`src/hdl/crl_pkg.sv`:
```
// Shared types, constants and a helper function of the crystal link counter.
package crl_pkg;

    localparam int COMPONENT_BITS_DEFAULT = 16;
    localparam int MAX_LINKS_DEFAULT      = 63;

    localparam int ACC_BITS    = 36;
    localparam int THRESH_BITS = 16;
    localparam int COUNT_BITS  = 6;
    localparam int DATA_BITS   = 32;
    localparam int ADDR_BITS   = 3;

    localparam longint ACC_MAX = (longint'(1) <<< (ACC_BITS - 1)) - 1;
    localparam longint ACC_MIN = -ACC_MAX - 1;

    localparam logic [COUNT_BITS-1:0] LINK_COUNT_MAX = '1;

    localparam logic signed [THRESH_BITS-1:0] LINK_THRESHOLD_RESET = 16'sd16384;
    localparam logic [COUNT_BITS-1:0]         MIN_LINKS_RESET      = 6'd7;

    localparam logic REG_LINK_THRESHOLD = 1'b0;
    localparam logic REG_MIN_LINKS      = 1'b1;

    typedef struct packed {
        logic signed [THRESH_BITS-1:0] link_threshold;
        logic [COUNT_BITS-1:0]         min_links;
    } cfg_t;

    typedef struct packed {
        logic last_component;
        logic last_neighbour;
        logic no_neighbours;
    } flags_t;

    typedef struct packed {
        logic signed [ACC_BITS-1:0] re_prod;
        logic signed [ACC_BITS-1:0] im_prod;
        flags_t                     flags;
    } prod_t;

    // clamp a sum with one guard bit to the accumulator range
    function automatic logic signed [ACC_BITS-1:0] sat_acc(input logic signed [ACC_BITS:0] v);
        logic signed [ACC_BITS-1:0] r;
        if (v[ACC_BITS] != v[ACC_BITS-1])
        begin
            r = v[ACC_BITS] ? ACC_BITS'(ACC_MIN) : ACC_BITS'(ACC_MAX);
        end
        else
        begin
            r = v[ACC_BITS-1:0];
        end
        return r;
    endfunction

endpackage

```
`src/hdl/crl_in_if.sv`:
```
// Input channel: one component pair word per handshake.
interface crl_in_if #(
    parameter int COMPONENT_BITS = crl_pkg::COMPONENT_BITS_DEFAULT
);
    logic                             valid;
    logic                             ready;
    logic signed [COMPONENT_BITS-1:0] local_re;
    logic signed [COMPONENT_BITS-1:0] local_im;
    logic signed [COMPONENT_BITS-1:0] neigh_re;
    logic signed [COMPONENT_BITS-1:0] neigh_im;
    logic                             last_component;
    logic                             last_neighbour;
    logic                             no_neighbours;

    modport source (
        output valid, local_re, local_im, neigh_re, neigh_im,
               last_component, last_neighbour, no_neighbours,
        input  ready
    );

    modport sink (
        input  valid, local_re, local_im, neigh_re, neigh_im,
               last_component, last_neighbour, no_neighbours,
        output ready
    );
endinterface

```
`src/hdl/crl_out_if.sv`:
```
// Output channel: one link count word per particle.
interface crl_out_if;
    logic                                 valid;
    logic                                 ready;
    logic [crl_pkg::COUNT_BITS-1:0]       link_count;
    logic                                 crystalline;

    modport source (
        output valid, link_count, crystalline,
        input  ready
    );

    modport sink (
        input  valid, link_count, crystalline,
        output ready
    );
endinterface

```
`src/hdl/crl_regs.sv`:
```
// APB configuration registers: link threshold and minimum links.
module crl_regs (
    input  logic                          clk,
    input  logic                          rst_n,
    input  logic                          psel,
    input  logic                          penable,
    input  logic                          pwrite,
    input  logic [crl_pkg::ADDR_BITS-1:0] paddr,
    input  logic [crl_pkg::DATA_BITS-1:0] pwdata,
    output logic [crl_pkg::DATA_BITS-1:0] prdata,
    output logic                          pready,
    output crl_pkg::cfg_t                 cfg
);
    import crl_pkg::*;

    cfg_t cfg_reg;
    cfg_t cfg_next;
    logic wr_en;
    logic reg_sel;

    assign pready  = 1'b1;
    assign wr_en   = psel && penable && pwrite;
    assign reg_sel = paddr[ADDR_BITS-1];

    always_comb
    begin
        cfg_next = cfg_reg;
        if (wr_en)
        begin
            unique case (reg_sel)
                REG_LINK_THRESHOLD: cfg_next.link_threshold = pwdata[THRESH_BITS-1:0];
                REG_MIN_LINKS:      cfg_next.min_links      = pwdata[COUNT_BITS-1:0];
                default:            cfg_next = cfg_reg;
            endcase
        end
    end

    always_ff @(posedge clk or negedge rst_n)
    begin
        if (!rst_n)
        begin
            cfg_reg.link_threshold <= LINK_THRESHOLD_RESET;
            cfg_reg.min_links      <= MIN_LINKS_RESET;
        end
        else
        begin
            cfg_reg <= cfg_next;
        end
    end

    always_comb
    begin
        unique case (reg_sel)
            REG_LINK_THRESHOLD: prdata = DATA_BITS'(cfg_reg.link_threshold);
            REG_MIN_LINKS:      prdata = DATA_BITS'(cfg_reg.min_links);
            default:            prdata = '0;
        endcase
    end

    assign cfg = cfg_reg;

endmodule

```
`src/hdl/crl_dot.sv`:
```
// Input register and product stage: two signed multiplies, clamped to the accumulator range.
module crl_dot #(
    parameter int COMPONENT_BITS = crl_pkg::COMPONENT_BITS_DEFAULT
) (
    input  logic           clk,
    input  logic           rst_n,
    crl_in_if.sink         item_in,
    output logic           prod_valid,
    output crl_pkg::prod_t prod,
    input  logic           prod_ready
);
    import crl_pkg::*;

    localparam int PW = 2 * COMPONENT_BITS;
    localparam int WW = (PW > ACC_BITS) ? PW : ACC_BITS;
    localparam logic signed [WW-1:0] SAT_HI = WW'(ACC_MAX);
    localparam logic signed [WW-1:0] SAT_LO = WW'(ACC_MIN);

    logic                             in_valid_reg;
    logic signed [COMPONENT_BITS-1:0] lre_reg;
    logic signed [COMPONENT_BITS-1:0] lim_reg;
    logic signed [COMPONENT_BITS-1:0] nre_reg;
    logic signed [COMPONENT_BITS-1:0] nim_reg;
    flags_t                           flags_reg;

    logic                             prod_valid_reg;
    prod_t                            prod_reg;
    prod_t                            prod_next;

    logic signed [PW-1:0]             re_full;
    logic signed [PW-1:0]             im_full;
    logic signed [WW-1:0]             re_ext;
    logic signed [WW-1:0]             im_ext;

    assign item_in.ready = !in_valid_reg || prod_ready;

    always_ff @(posedge clk or negedge rst_n)
    begin
        if (!rst_n)
        begin
            in_valid_reg <= 1'b0;
        end
        else if (item_in.ready)
        begin
            in_valid_reg <= item_in.valid;
        end
    end

    always_ff @(posedge clk)
    begin
        if (item_in.valid && item_in.ready)
        begin
            lre_reg                  <= item_in.local_re;
            lim_reg                  <= item_in.local_im;
            nre_reg                  <= item_in.neigh_re;
            nim_reg                  <= item_in.neigh_im;
            flags_reg.last_component <= item_in.last_component;
            flags_reg.last_neighbour <= item_in.last_neighbour;
            flags_reg.no_neighbours  <= item_in.no_neighbours;
        end
    end

    always_comb
    begin
        re_full = PW'(lre_reg) * PW'(nre_reg);
        im_full = PW'(lim_reg) * PW'(nim_reg);
        re_ext  = WW'(re_full);
        im_ext  = WW'(im_full);

        prod_next.flags = flags_reg;
        if (re_ext > SAT_HI)
        begin
            prod_next.re_prod = ACC_BITS'(SAT_HI);
        end
        else if (re_ext < SAT_LO)
        begin
            prod_next.re_prod = ACC_BITS'(SAT_LO);
        end
        else
        begin
            prod_next.re_prod = ACC_BITS'(re_ext);
        end
        if (im_ext > SAT_HI)
        begin
            prod_next.im_prod = ACC_BITS'(SAT_HI);
        end
        else if (im_ext < SAT_LO)
        begin
            prod_next.im_prod = ACC_BITS'(SAT_LO);
        end
        else
        begin
            prod_next.im_prod = ACC_BITS'(im_ext);
        end
    end

    always_ff @(posedge clk or negedge rst_n)
    begin
        if (!rst_n)
        begin
            prod_valid_reg <= 1'b0;
        end
        else if (prod_ready)
        begin
            prod_valid_reg <= in_valid_reg;
        end
    end

    always_ff @(posedge clk)
    begin
        if (prod_ready && in_valid_reg)
        begin
            prod_reg <= prod_next;
        end
    end

    assign prod_valid = prod_valid_reg;
    assign prod       = prod_reg;

endmodule

```
`src/hdl/crl_count.sv`:
```
// Accumulate stage: dot product sum, threshold compare, link count and result register.
module crl_count #(
    parameter int COMPONENT_BITS = crl_pkg::COMPONENT_BITS_DEFAULT,
    parameter int MAX_LINKS      = crl_pkg::MAX_LINKS_DEFAULT
) (
    input  logic           clk,
    input  logic           rst_n,
    input  crl_pkg::cfg_t  cfg,
    input  logic           prod_valid,
    input  crl_pkg::prod_t prod,
    output logic           prod_ready,
    crl_out_if.source      result_out
);
    import crl_pkg::*;

    localparam int LW    = $clog2(MAX_LINKS + 1);
    localparam int EW    = (LW > COUNT_BITS) ? LW : COUNT_BITS;
    localparam int SHIFT = 2 * COMPONENT_BITS - 17;
    localparam int SH_T  = (SHIFT >= 0) ? SHIFT : 0;
    localparam int SH_A  = (SHIFT < 0) ? -SHIFT : 0;
    localparam int CW_A  = ACC_BITS + SH_A;
    localparam int CW_T  = THRESH_BITS + SH_T;
    localparam int CW    = ((CW_A > CW_T) ? CW_A : CW_T) + 1;

    logic signed [ACC_BITS-1:0] acc_reg;
    logic signed [ACC_BITS-1:0] acc_next;
    logic [LW-1:0]              links_reg;
    logic [LW-1:0]              links_next;

    logic                       out_valid_reg;
    logic [COUNT_BITS-1:0]      link_count_reg;
    logic                       crystalline_reg;
    logic [COUNT_BITS-1:0]      link_count_next;
    logic                       crystalline_next;

    logic signed [ACC_BITS-1:0] pair;
    logic signed [ACC_BITS-1:0] acc_sum;
    logic signed [CW-1:0]       lhs;
    logic signed [CW-1:0]       rhs;
    logic                       reached;
    logic [LW-1:0]              links_upd;
    logic [EW-1:0]              cnt_ext;
    logic                       emits;
    logic                       fire;

    assign emits = prod.flags.no_neighbours
                || (prod.flags.last_component && prod.flags.last_neighbour);
    assign fire       = prod_valid && (!emits || !out_valid_reg || result_out.ready);
    assign prod_ready = !prod_valid || fire;

    always_comb
    begin
        pair    = sat_acc((ACC_BITS + 1)'(prod.re_prod) + (ACC_BITS + 1)'(prod.im_prod));
        acc_sum = sat_acc((ACC_BITS + 1)'(acc_reg) + (ACC_BITS + 1)'(pair));
        lhs     = CW'(acc_sum) <<< SH_A;
        rhs     = CW'(cfg.link_threshold) <<< SH_T;
        reached = lhs >= rhs;

        links_upd = links_reg;
        if (reached && (links_reg < LW'(MAX_LINKS)))
        begin
            links_upd = links_reg + LW'(1);
        end

        acc_next   = acc_reg;
        links_next = links_reg;
        cnt_ext    = '0;
        if (prod.flags.no_neighbours)
        begin
            acc_next   = '0;
            links_next = '0;
        end
        else if (prod.flags.last_component)
        begin
            acc_next   = '0;
            links_next = prod.flags.last_neighbour ? '0 : links_upd;
            cnt_ext    = EW'(links_upd);
        end
        else
        begin
            acc_next = acc_sum;
        end

        link_count_next  = (cnt_ext > EW'(LINK_COUNT_MAX)) ? LINK_COUNT_MAX
                                                           : cnt_ext[COUNT_BITS-1:0];
        crystalline_next = cnt_ext >= EW'(cfg.min_links);
    end

    always_ff @(posedge clk or negedge rst_n)
    begin
        if (!rst_n)
        begin
            acc_reg   <= '0;
            links_reg <= '0;
        end
        else if (fire)
        begin
            acc_reg   <= acc_next;
            links_reg <= links_next;
        end
    end

    always_ff @(posedge clk or negedge rst_n)
    begin
        if (!rst_n)
        begin
            out_valid_reg <= 1'b0;
        end
        else if (fire && emits)
        begin
            out_valid_reg <= 1'b1;
        end
        else if (result_out.ready)
        begin
            out_valid_reg <= 1'b0;
        end
    end

    always_ff @(posedge clk)
    begin
        if (fire && emits)
        begin
            link_count_reg  <= link_count_next;
            crystalline_reg <= crystalline_next;
        end
    end

    assign result_out.valid       = out_valid_reg;
    assign result_out.link_count  = link_count_reg;
    assign result_out.crystalline = crystalline_reg;

endmodule

```
`src/hdl/crystal_link_counter.sv`:
```
// Top level of the crystal link counter.
// Takes one component pair word per clock and returns one word (link count and crystalline
// flag) per particle. The word ending the particle passes an input register, a product
// register holding the two clamped multiplies and the accumulate stage, whose accumulator
// register feeds back on itself and which writes the result register. item_in.ready drops
// only while a result word waits unread and the word in the accumulate stage would produce
// the next result. Configuration must be written over APB only while the block is idle;
// the block itself does not enforce this. Registers sit at byte addresses 0
// (link_threshold) and 4 (min_links).
module crystal_link_counter #(
    parameter int COMPONENT_BITS = crl_pkg::COMPONENT_BITS_DEFAULT,
    parameter int MAX_LINKS      = crl_pkg::MAX_LINKS_DEFAULT
) (
    input  logic                          clk,
    input  logic                          rst_n,
    input  logic                          psel,
    input  logic                          penable,
    input  logic                          pwrite,
    input  logic [crl_pkg::ADDR_BITS-1:0] paddr,
    input  logic [crl_pkg::DATA_BITS-1:0] pwdata,
    output logic [crl_pkg::DATA_BITS-1:0] prdata,
    output logic                          pready,
    crl_in_if.sink                        item_in,
    crl_out_if.source                     result_out
);
    import crl_pkg::*;

    cfg_t  cfg;
    logic  prod_valid;
    prod_t prod;
    logic  prod_ready;

    crl_regs u_regs (
        .clk     (clk),
        .rst_n   (rst_n),
        .psel    (psel),
        .penable (penable),
        .pwrite  (pwrite),
        .paddr   (paddr),
        .pwdata  (pwdata),
        .prdata  (prdata),
        .pready  (pready),
        .cfg     (cfg)
    );

    crl_dot #(
        .COMPONENT_BITS (COMPONENT_BITS)
    ) u_dot (
        .clk        (clk),
        .rst_n      (rst_n),
        .item_in    (item_in),
        .prod_valid (prod_valid),
        .prod       (prod),
        .prod_ready (prod_ready)
    );

    crl_count #(
        .COMPONENT_BITS (COMPONENT_BITS),
        .MAX_LINKS      (MAX_LINKS)
    ) u_count (
        .clk        (clk),
        .rst_n      (rst_n),
        .cfg        (cfg),
        .prod_valid (prod_valid),
        .prod       (prod),
        .prod_ready (prod_ready),
        .result_out (result_out)
    );

endmodule

```
`src/flat_wrapper.sv`:
```
// flat-port wrapper written by rule: the top's interface ports become plain ports
module crystal_link_counter_flat import crl_pkg::*;
#(
    parameter int COMPONENT_BITS = crl_pkg::COMPONENT_BITS_DEFAULT,
    parameter int MAX_LINKS      = crl_pkg::MAX_LINKS_DEFAULT
)
  (clk, rst_n, psel, penable, pwrite, paddr, pwdata, prdata, pready, item_in_valid, item_in_local_re, item_in_local_im, item_in_neigh_re, item_in_neigh_im, item_in_last_component, item_in_last_neighbour, item_in_no_neighbours, item_in_ready, result_out_valid, result_out_link_count, result_out_crystalline, result_out_ready);
  crl_in_if #(.COMPONENT_BITS(COMPONENT_BITS)) item_in_i ();
  crl_out_if result_out_i ();
  input  logic clk;
  input  logic rst_n;
  input  logic psel;
  input  logic penable;
  input  logic pwrite;
  input  logic [crl_pkg::ADDR_BITS-1:0] paddr;
  input  logic [crl_pkg::DATA_BITS-1:0] pwdata;
  output logic [crl_pkg::DATA_BITS-1:0] prdata;
  output logic pready;
  input wire logic [$bits(item_in_i.valid)-1:0] item_in_valid;
  input wire logic [$bits(item_in_i.local_re)-1:0] item_in_local_re;
  input wire logic [$bits(item_in_i.local_im)-1:0] item_in_local_im;
  input wire logic [$bits(item_in_i.neigh_re)-1:0] item_in_neigh_re;
  input wire logic [$bits(item_in_i.neigh_im)-1:0] item_in_neigh_im;
  input wire logic [$bits(item_in_i.last_component)-1:0] item_in_last_component;
  input wire logic [$bits(item_in_i.last_neighbour)-1:0] item_in_last_neighbour;
  input wire logic [$bits(item_in_i.no_neighbours)-1:0] item_in_no_neighbours;
  output wire logic [$bits(item_in_i.ready)-1:0] item_in_ready;
  output wire logic [$bits(result_out_i.valid)-1:0] result_out_valid;
  output wire logic [$bits(result_out_i.link_count)-1:0] result_out_link_count;
  output wire logic [$bits(result_out_i.crystalline)-1:0] result_out_crystalline;
  input wire logic [$bits(result_out_i.ready)-1:0] result_out_ready;
  assign item_in_i.valid = item_in_valid;
  assign item_in_i.local_re = item_in_local_re;
  assign item_in_i.local_im = item_in_local_im;
  assign item_in_i.neigh_re = item_in_neigh_re;
  assign item_in_i.neigh_im = item_in_neigh_im;
  assign item_in_i.last_component = item_in_last_component;
  assign item_in_i.last_neighbour = item_in_last_neighbour;
  assign item_in_i.no_neighbours = item_in_no_neighbours;
  assign item_in_ready = item_in_i.ready;
  assign result_out_valid = result_out_i.valid;
  assign result_out_link_count = result_out_i.link_count;
  assign result_out_crystalline = result_out_i.crystalline;
  assign result_out_i.ready = result_out_ready;
  crystal_link_counter #(.COMPONENT_BITS(COMPONENT_BITS), .MAX_LINKS(MAX_LINKS)) u_core (.clk(clk), .rst_n(rst_n), .psel(psel), .penable(penable), .pwrite(pwrite), .paddr(paddr), .pwdata(pwdata), .prdata(prdata), .pready(pready), .item_in(item_in_i), .result_out(result_out_i));
endmodule
```
`config.mk`:
```
export PLATFORM = sky130hd
export DESIGN_NAME = crystal_link_counter_flat
export DESIGN_NICKNAME = d
export VERILOG_FILES = /design/src/hdl/crl_pkg.sv /design/src/hdl/crl_in_if.sv /design/src/hdl/crl_out_if.sv /design/src/hdl/crl_regs.sv /design/src/hdl/crl_dot.sv /design/src/hdl/crl_count.sv /design/src/hdl/crystal_link_counter.sv /design/src/flat_wrapper.sv
export SDC_FILE = /design/constraint.sdc
export NUM_CORES = 2
export LEC_CHECK = 0
export ABC_AREA = 0
export BUFFER_PORTS_ARGS = -buffer_cell sky130_fd_sc_hd__buf_2
export CAP_MARGIN = 25
export CORE_MARGIN = 4
export CORE_UTILIZATION = 45
export CTS_CLUSTER_SIZE = 12
export DETAILED_ROUTE_END_ITERATION = 6
export PLACE_DENSITY_LB_ADDON = 0.08
export RECOVER_POWER = 100
export SLEW_MARGIN = 40
export SYNTH_ARGS = -nofsm -noshare
export SYNTH_HDL_FRONTEND = slang
export SYNTH_SLANG_ARGS = --single-unit
```
`constraint.sdc`:
```
create_clock -name clk -period 33.1 [get_ports clk]
set_input_delay 4.965 -clock clk [delete_from_list [all_inputs] [get_ports clk]]
set_output_delay 4.965 -clock clk [all_outputs]
set_load 0.005 [all_outputs]
```
## Word level (Yosys, flattened, before mapping)

Index checks and enable logic that the tools add are counted.

- Bits in read-only memories: 0
- Output and inout port bits: 42
- Bits in writable memories: 0
- Bits in latches: 0
- Bits of input ports: 109
- Memories kept: 0
- Register bits: 216

- Div/mod/pow operators: 0
- Reduce and logical (&&, ||, !) cells: 22
- Multiplexer cells: 17
- $add $sub $neg: 3
- Multiply operators: 2
- Bitwise operators: 1
- Equality and inequality tests: 2
- Shift-type cells: 0
- Order comparisons: 8

Operator list:

| cell | number |
|---|---|
| 36-bit two-way mux | 8 |
| 36-bit by 36-bit adder with 37-bit output | 2 |
| 32-bit by 36-bit greater-than comparator with 1-bit output (second input constant) | 2 |
| 32-bit by 36-bit < comparator with 1-bit output (second input constant) | 2 |
| 16-bit by 16-bit multiplier with 32-bit output | 2 |
| 32-bit one-hot mux with 2 select lines | 1 |
| 36-bit by 31-bit >= comparator with 1-bit output | 1 |
| 6-bit two-way mux | 6 |
| 1-bit logical AND | 8 |
| 6-bit by 1-bit adder with 6-bit output (second input constant) | 1 |
| 6-bit >= comparator | 1 |
| 6-bit greater-than comparator (second input constant) | 1 |
| 6-bit < comparator (second input constant) | 1 |
| 2-bit AND reduction | 3 |
| 1-bit logical OR | 5 |
| 1-bit logical NOT | 4 |
| 2-bit nonzero test | 2 |
| 1-bit two-way mux | 2 |
| 1-bit inequality test | 2 |
| 1-bit NOT | 1 |

## Logic depth before layout (Yosys ltp)

- Depth in word-level cells: 12
- Mapped depth: 52
- Depth with buffers taken out: 48

## By module

A second synthesis with hierarchy kept.

- Cell total of the unflattened synthesis: 3,364
- Area, all modules: 32,468.6 um^2

Modules (own cells, without submodules):

| module | sequential area each (um^2) | cells an instance | times used | area each (um^2) |
|---|---|---|---|---|
| crl_dot | 4,134.0 | 2,402 | 1 | 24,297.1 |
| crl_count | 1,286.2 | 879 | 1 | 7,013.0 |
| crl_regs | 555.5 | 83 | 1 | 1,158.6 |

## Worst setup path after synthesis

No wires, ideal clock.

- Path kind: in2out
- Start point: input port paddr[2] in the netlist's numbering
- End point: output port prdata[16] in the netlist's numbering
- Path buffers: 2
- Slack: 22.155 ns
- Arrival time: 5.980 ns
- Cell stages on the path: 3
- Cells stage by stage: clkbuf_1 nor2_1 buf_4

- Cells in the longest elaborated chain, start to end: 2

Ends and longest elaborated chain:

| element | line | RTL |
|---|---|---|
| start: declaration | flat_wrapper.sv:15 | `input logic [crl_pkg::ADDR_BITS-1:0] paddr;` |
| 1-bit NOT (no source line) | n/a |  |
| 32-bit one-hot mux with 2 select lines (*) | crl_regs.sv:53 | `unique case (reg_sel)` |
| end: declaration | flat_wrapper.sv:17 | `output logic [crl_pkg::DATA_BITS-1:0] prdata;` |

Mark *: on every way between the ends. The rest lies on a longest branch, timed or not.

## Final worst setup path

- Start point: register u_core.u_dot.prod_reg (netlist bit u_core.u_dot.prod[39])
- End point: register u_core.u_count.crystalline_reg, in the netlist u_core.u_count.result_out.crystalline, data pin

- Cells in the longest elaborated chain, start to end: 12

Ends and longest elaborated chain:

| element | line | RTL |
|---|---|---|
| start: declaration | crl_dot.sv:27 | `prod_t prod_reg;` |
| start signal: assignment | crl_dot.sv:113 | `prod_reg <= prod_next;` |
| 36-bit by 36-bit adder with 37-bit output (*) | crl_count.sv:53 | `pair = sat_acc((ACC_BITS + 1)'(prod.re_prod) + (ACC_BITS + 1)'(prod.im_prod));` |
| 36-bit two-way mux or 1-bit inequality test (tied branches) | crl_pkg.sv:46, crl_pkg.sv:44 |  |
| 36-bit two-way mux (*) | crl_pkg.sv:44 | `if (v[ACC_BITS] != v[ACC_BITS-1])` |
| 36-bit by 36-bit adder with 37-bit output (*) | crl_count.sv:54 | `acc_sum = sat_acc((ACC_BITS + 1)'(acc_reg) + (ACC_BITS + 1)'(pair));` |
| 36-bit two-way mux or 1-bit inequality test (tied branches) | crl_pkg.sv:46, crl_pkg.sv:44 |  |
| 36-bit two-way mux (*) | crl_pkg.sv:44 |  |
| 36-bit by 31-bit >= comparator with 1-bit output (*) | crl_count.sv:57 | `reached = lhs >= rhs;` |
| 1-bit logical AND (*) | crl_count.sv:60 | `if (reached && (links_reg < LW'(MAX_LINKS)))` |
| 6-bit two-way mux (*) | crl_count.sv:60 |  |
| 6-bit two-way mux (*) | crl_count.sv:73 | `else if (prod.flags.last_component)` |
| 6-bit two-way mux (*) | crl_count.sv:68 | `if (prod.flags.no_neighbours)` |
| 6-bit >= comparator (*) | crl_count.sv:86 | `crystalline_next = cnt_ext >= EW'(cfg.min_links);` |
| net u_core.u_count.crystalline_next | crl_count.sv:34 | `logic crystalline_next;` |
| end signal: assignment | crl_count.sv:124 | `crystalline_reg <= crystalline_next;` |
| end: declaration | crl_count.sv:32 | `logic crystalline_reg;` |

The timed path passes the listed nets; every way through them passes the cells marked *.
A chain may end at the register's enable or synchronous reset.

==> run_summary.xml <==
<?xml version="1.0" encoding="UTF-8"?>
<metrics>
  <group name="layout">
    <metric name="layout.cells.most_common" unit="">inv_1</metric>
    <metric name="syn_to_final_growth" unit="%">7.07</metric>
    <metric name="insertedDiodeCount" unit="">0</metric>
    <metric name="final.fill_count" unit="">6623</metric>
    <metric name="largest_register_ff_count" unit="">69</metric>
    <metric name="multiInputGateArea" unit="mm²">0.0228</metric>
    <metric name="final_layout_size_suffix_gt1_share" unit="%">6.32</metric>
    <metric name="most-common-layout-cells" unit="">inv_1 (592), fa_1 (526), nand2_1 (384)</metric>
    <metric name="fin_nets" unit="">4184</metric>
    <metric name="seq_area" unit="mm²">0.00598</metric>
  </group>
  <group name="worst_setup_path">
    <metric name="setup.worst_path.class" unit="">register to register</metric>
    <metric name="worstSetupPathDepth" unit="">50</metric>
    <metric name="r2r_slack" unit="ns">15.07</metric>
    <metric name="rr_startpoint" unit="">u_core.u_dot.prod[39]</metric>
    <metric name="timing.critical_path.fanout_max" unit="">41</metric>
    <metric name="worst-r2r-cell-count" unit="">50</metric>
    <metric name="rr_endpoint" unit="">u_core.u_count.result_out.crystalline</metric>
    <metric name="critical_path.max_stage_delay" unit="ns">1.45</metric>
    <metric name="end_kind" unit="">register</metric>
    <metric name="timing.critical_path.arrival" unit="ns">18.38</metric>
    <metric name="cpLargestDelayFamily" unit="">compound AO/OA/AOI/OAI gates</metric>
    <metric name="cp-start-kind" unit="">register</metric>
    <metric name="critPathRequiredTime" unit="ns">33.45</metric>
    <metric name="slowest_stage_cell_cp" unit="">clkbuf_1</metric>
    <metric name="critPathBufInv" unit="">3</metric>
  </group>
  <group name="clock_network">
    <metric name="cts_htree_levels" unit="">1</metric>
    <metric name="cts.sinks" unit="">210</metric>
    <metric name="ctsLongestPathBuffers" unit="">3</metric>
    <metric name="worst_skew_pair.late_latency" unit="ns">0.61</metric>
    <metric name="cts_hold_repair.buffers" unit="">0</metric>
    <metric name="tritoncts" unit="">done</metric>
    <metric name="clk_pin_slew_worst_paths" unit="ns">0.06</metric>
    <metric name="cts-resized-gates" unit="">0</metric>
    <metric name="tritoncts.num_buffers" unit="">28</metric>
    <metric name="cts_setup_buffers" unit="">0</metric>
    <metric name="cts_root_buffer" unit="">clkbuf_16</metric>
  </group>
  <group name="min_path">
    <metric name="hp-start" unit="">u_core.u_dot.flags_reg[1]</metric>
    <metric name="holdCritPathClass" unit="">register to register</metric>
    <metric name="worstHoldEndpoint" unit="">u_core.u_dot.prod[1]</metric>
    <metric name="hold_path_depth" unit="">0</metric>
  </group>
  <group name="sta">
    <metric name="drv_slew" unit="">371</metric>
    <metric name="fmaxAchievable" unit="MHz">55.5</metric>
    <metric name="final.setup_skew" unit="ns">0.0363</metric>
    <metric name="min_period" unit="ns">18.03</metric>
    <metric name="rsz0062_at_grt" unit="">no</metric>
    <metric name="post-route-period-util" unit="%">54.5</metric>
    <metric name="hold_violation_total_from_the_final_report" unit="">0</metric>
    <metric name="final.setup.tns" unit="ns">0</metric>
    <metric name="setup_viol_count_final" unit="">0</metric>
    <metric name="tightest_slew_margin_relative_to_the_limit" unit="%">-165</metric>
    <metric name="tightest_slew" unit="ns">3.98</metric>
  </group>
  <group name="global_route">
    <metric name="grt_max_usage_layer" unit="">met2</metric>
    <metric name="grt_util_met1" unit="%">26.5</metric>
    <metric name="grt_max_degree" unit="">70</metric>
    <metric name="first_global_vias" unit="">24000</metric>
    <metric name="global_route.usage.total" unit="%">20.6</metric>
    <metric name="use_met3" unit="%">2.37</metric>
    <metric name="overflow" unit="">0</metric>
    <metric name="initial_antenna_violation_count" unit="">1</metric>
    <metric name="grt_first_pass_wirelength" unit="µm">124000</metric>
    <metric name="globalRouteMet2Util" unit="%">36.6</metric>
  </group>
  <group name="die">
    <metric name="fp-row-count" unit="">96</metric>
    <metric name="design.core.area" unit="mm²">0.0691</metric>
    <metric name="design.portCount" unit="">151</metric>
    <metric name="floorplan.die_area" unit="mm²">0.0744</metric>
    <metric name="initial_core_util" unit="%">45.7</metric>
    <metric name="chipHeight" unit="µm">273</metric>
    <metric name="fp.dieW" unit="µm">273</metric>
  </group>
  <group name="drt">
    <metric name="wire_per_inst" unit="µm">17.6</metric>
    <metric name="routed_via_density" unit="">5.29</metric>
    <metric name="route.vias.total" unit="">22400</metric>
    <metric name="route.final.wire_length" unit="µm">74500</metric>
    <metric name="drt_first_iter_violations" unit="">1162</metric>
    <metric name="dr.pass1.iters" unit="">6</metric>
    <metric name="drc" unit="">0</metric>
    <metric name="antenna_left" unit="">0</metric>
  </group>
  <group name="status">
    <metric name="outcome" unit="">complete, but fails checks</metric>
    <metric name="failed_checks" unit="">max-capacitance violations, max-slew violations</metric>
  </group>
  <group name="synth">
    <metric name="synth.avg_cell_area" unit="µm²">9.77</metric>
    <metric name="postSynthRegisterBits" unit="">210</metric>
    <metric name="post_synth_instance_area" unit="mm²">0.0315</metric>
    <metric name="postSynth.asyncResetShare" unit="%">31.9</metric>
    <metric name="postSynthNetCount" unit="">4130</metric>
    <metric name="synth_cell_types" unit="">81</metric>
    <metric name="ys_warn_count" unit="">0</metric>
    <metric name="synth_edf_count" unit="">143</metric>
    <metric name="portion_of_the_post_synthesis_area_used_by_sequential_elements" unit="%">18.9</metric>
    <metric name="postSynth.topFlopCell" unit="">edfxtp_1</metric>
    <metric name="syn_inst" unit="">3229</metric>
  </group>
  <group name="place">
    <metric name="gpl.final_weighted_congestion" unit="">0.874</metric>
    <metric name="dpl.hpwl" unit="µm">60700</metric>
    <metric name="count_of_buffers_from_port_buffering" unit="">131</metric>
  </group>
  <group name="run">
    <metric name="max-cap-violations" unit="">9</metric>
  </group>
</metrics>
[cell usage after synthesis, types with 9 or more instances]
| master | n | area, µm² |
|---|---|---|
| and3_1 | 22 | 138 |
| xor2_1 | 40 | 350 |
| nand2b_1 | 55 | 344 |
| clkbuf_1 | 94 | 353 |
| a22o_1 | 26 | 228 |
| o21ai_2 | 21 | 184 |
| nor3_1 | 22 | 110 |
| buf_4 | 18 | 135 |
| a21oi_1 | 110 | 551 |
| nand3_1 | 35 | 175 |
| o21a_1 | 15 | 113 |
| xnor2_1 | 91 | 797 |
| a31oi_1 | 11 | 68.8 |
| edfxtp_1 | 143 | 4290 |
| o21ai_0 | 77 | 385 |
| ha_1 | 266 | 3330 |
| o21bai_1 | 18 | 135 |
| o31a_1 | 9 | 78.8 |
| nor2b_1 | 17 | 106 |
| nand2_1 | 384 | 1440 |
| dfrtp_1 | 63 | 1580 |
| a211oi_1 | 14 | 105 |
| nor2_1 | 98 | 368 |
| o21ai_1 | 16 | 80.1 |
| nand4_1 | 15 | 93.8 |
| a21o_1 | 80 | 601 |
| and2_1 | 201 | 1260 |
| inv_1 | 592 | 2220 |
| mux2_2 | 23 | 259 |
| fa_1 | 526 | 10500 |
[worst max path at each step]
stage               slack (ns)                                     to                   from
floorplan                22.16                             prdata[16]               paddr[2]
finish                   15.07  u_core.u_count.result_out.crystalline  u_core.u_dot.prod[39]
global placement         19.87  u_core.u_count.result_out.crystalline  u_core.u_dot.prod[39]
global route             13.57  u_core.u_count.result_out.crystalline  u_core.u_dot.prod[39]
detailed placement       19.78  u_core.u_count.result_out.crystalline  u_core.u_dot.prod[39]
CTS                      19.65  u_core.u_count.result_out.crystalline  u_core.u_dot.prod[39]
[through the flow]
stage                     util, %  hold slack [ns]  area [µm²]  setup WS [ns]  instances
final                        48.9            0.419       33800          15.07       4236
after global placement       47.6            0.408       32900          19.87       4182
after detailed placement     47.7            0.410       32900          19.78       4184
after floorplan                 -            0.400       31500          22.16       3229
after CTS                    49.1            0.422       33900          19.65       4236
after global routing         48.9            0.428       33800          13.57       4236
[logic make-up after synthesis]
group	count (synthesis)	share of synthesized area (%)
adder cells (fa/ha/maj)	792	43.9
AND/OR/NAND/NOR	880	13.5
XOR/XNOR	131	3.64
other	1	0.0119
flip-flops	210	18.9
multiplexers	31	1.08
buffers and inverters	710	8.74
AO/OA/AOI/OAI	474	10.2
[layout make-up]
| cell class | count | area share (%) |
|---|---|---|
| Inverter | 592 | 6.58 |
| Timing Repair Buffer | 142 | 1.97 |
| Multi-Input combinational cell | 2309 | 67.5 |
| Sequential cell | 210 | 17.7 |
| Clock buffer | 34 | 2.30 |
| Clock inverter | 18 | 0.511 |
| Tap cell | 931 | 3.45 |
[routing by layer]
layer | part of all wire [%] | routed length (µm)
met5 | 0 | 0
met4 | 3.6 | 2680
met3 | 3.9 | 2910
met2 | 51 | 38200
met1 | 41 | 30700
Power is not shown: default switching activity piles up to over one toggle a cycle in this logic, so the estimate is an artifact.
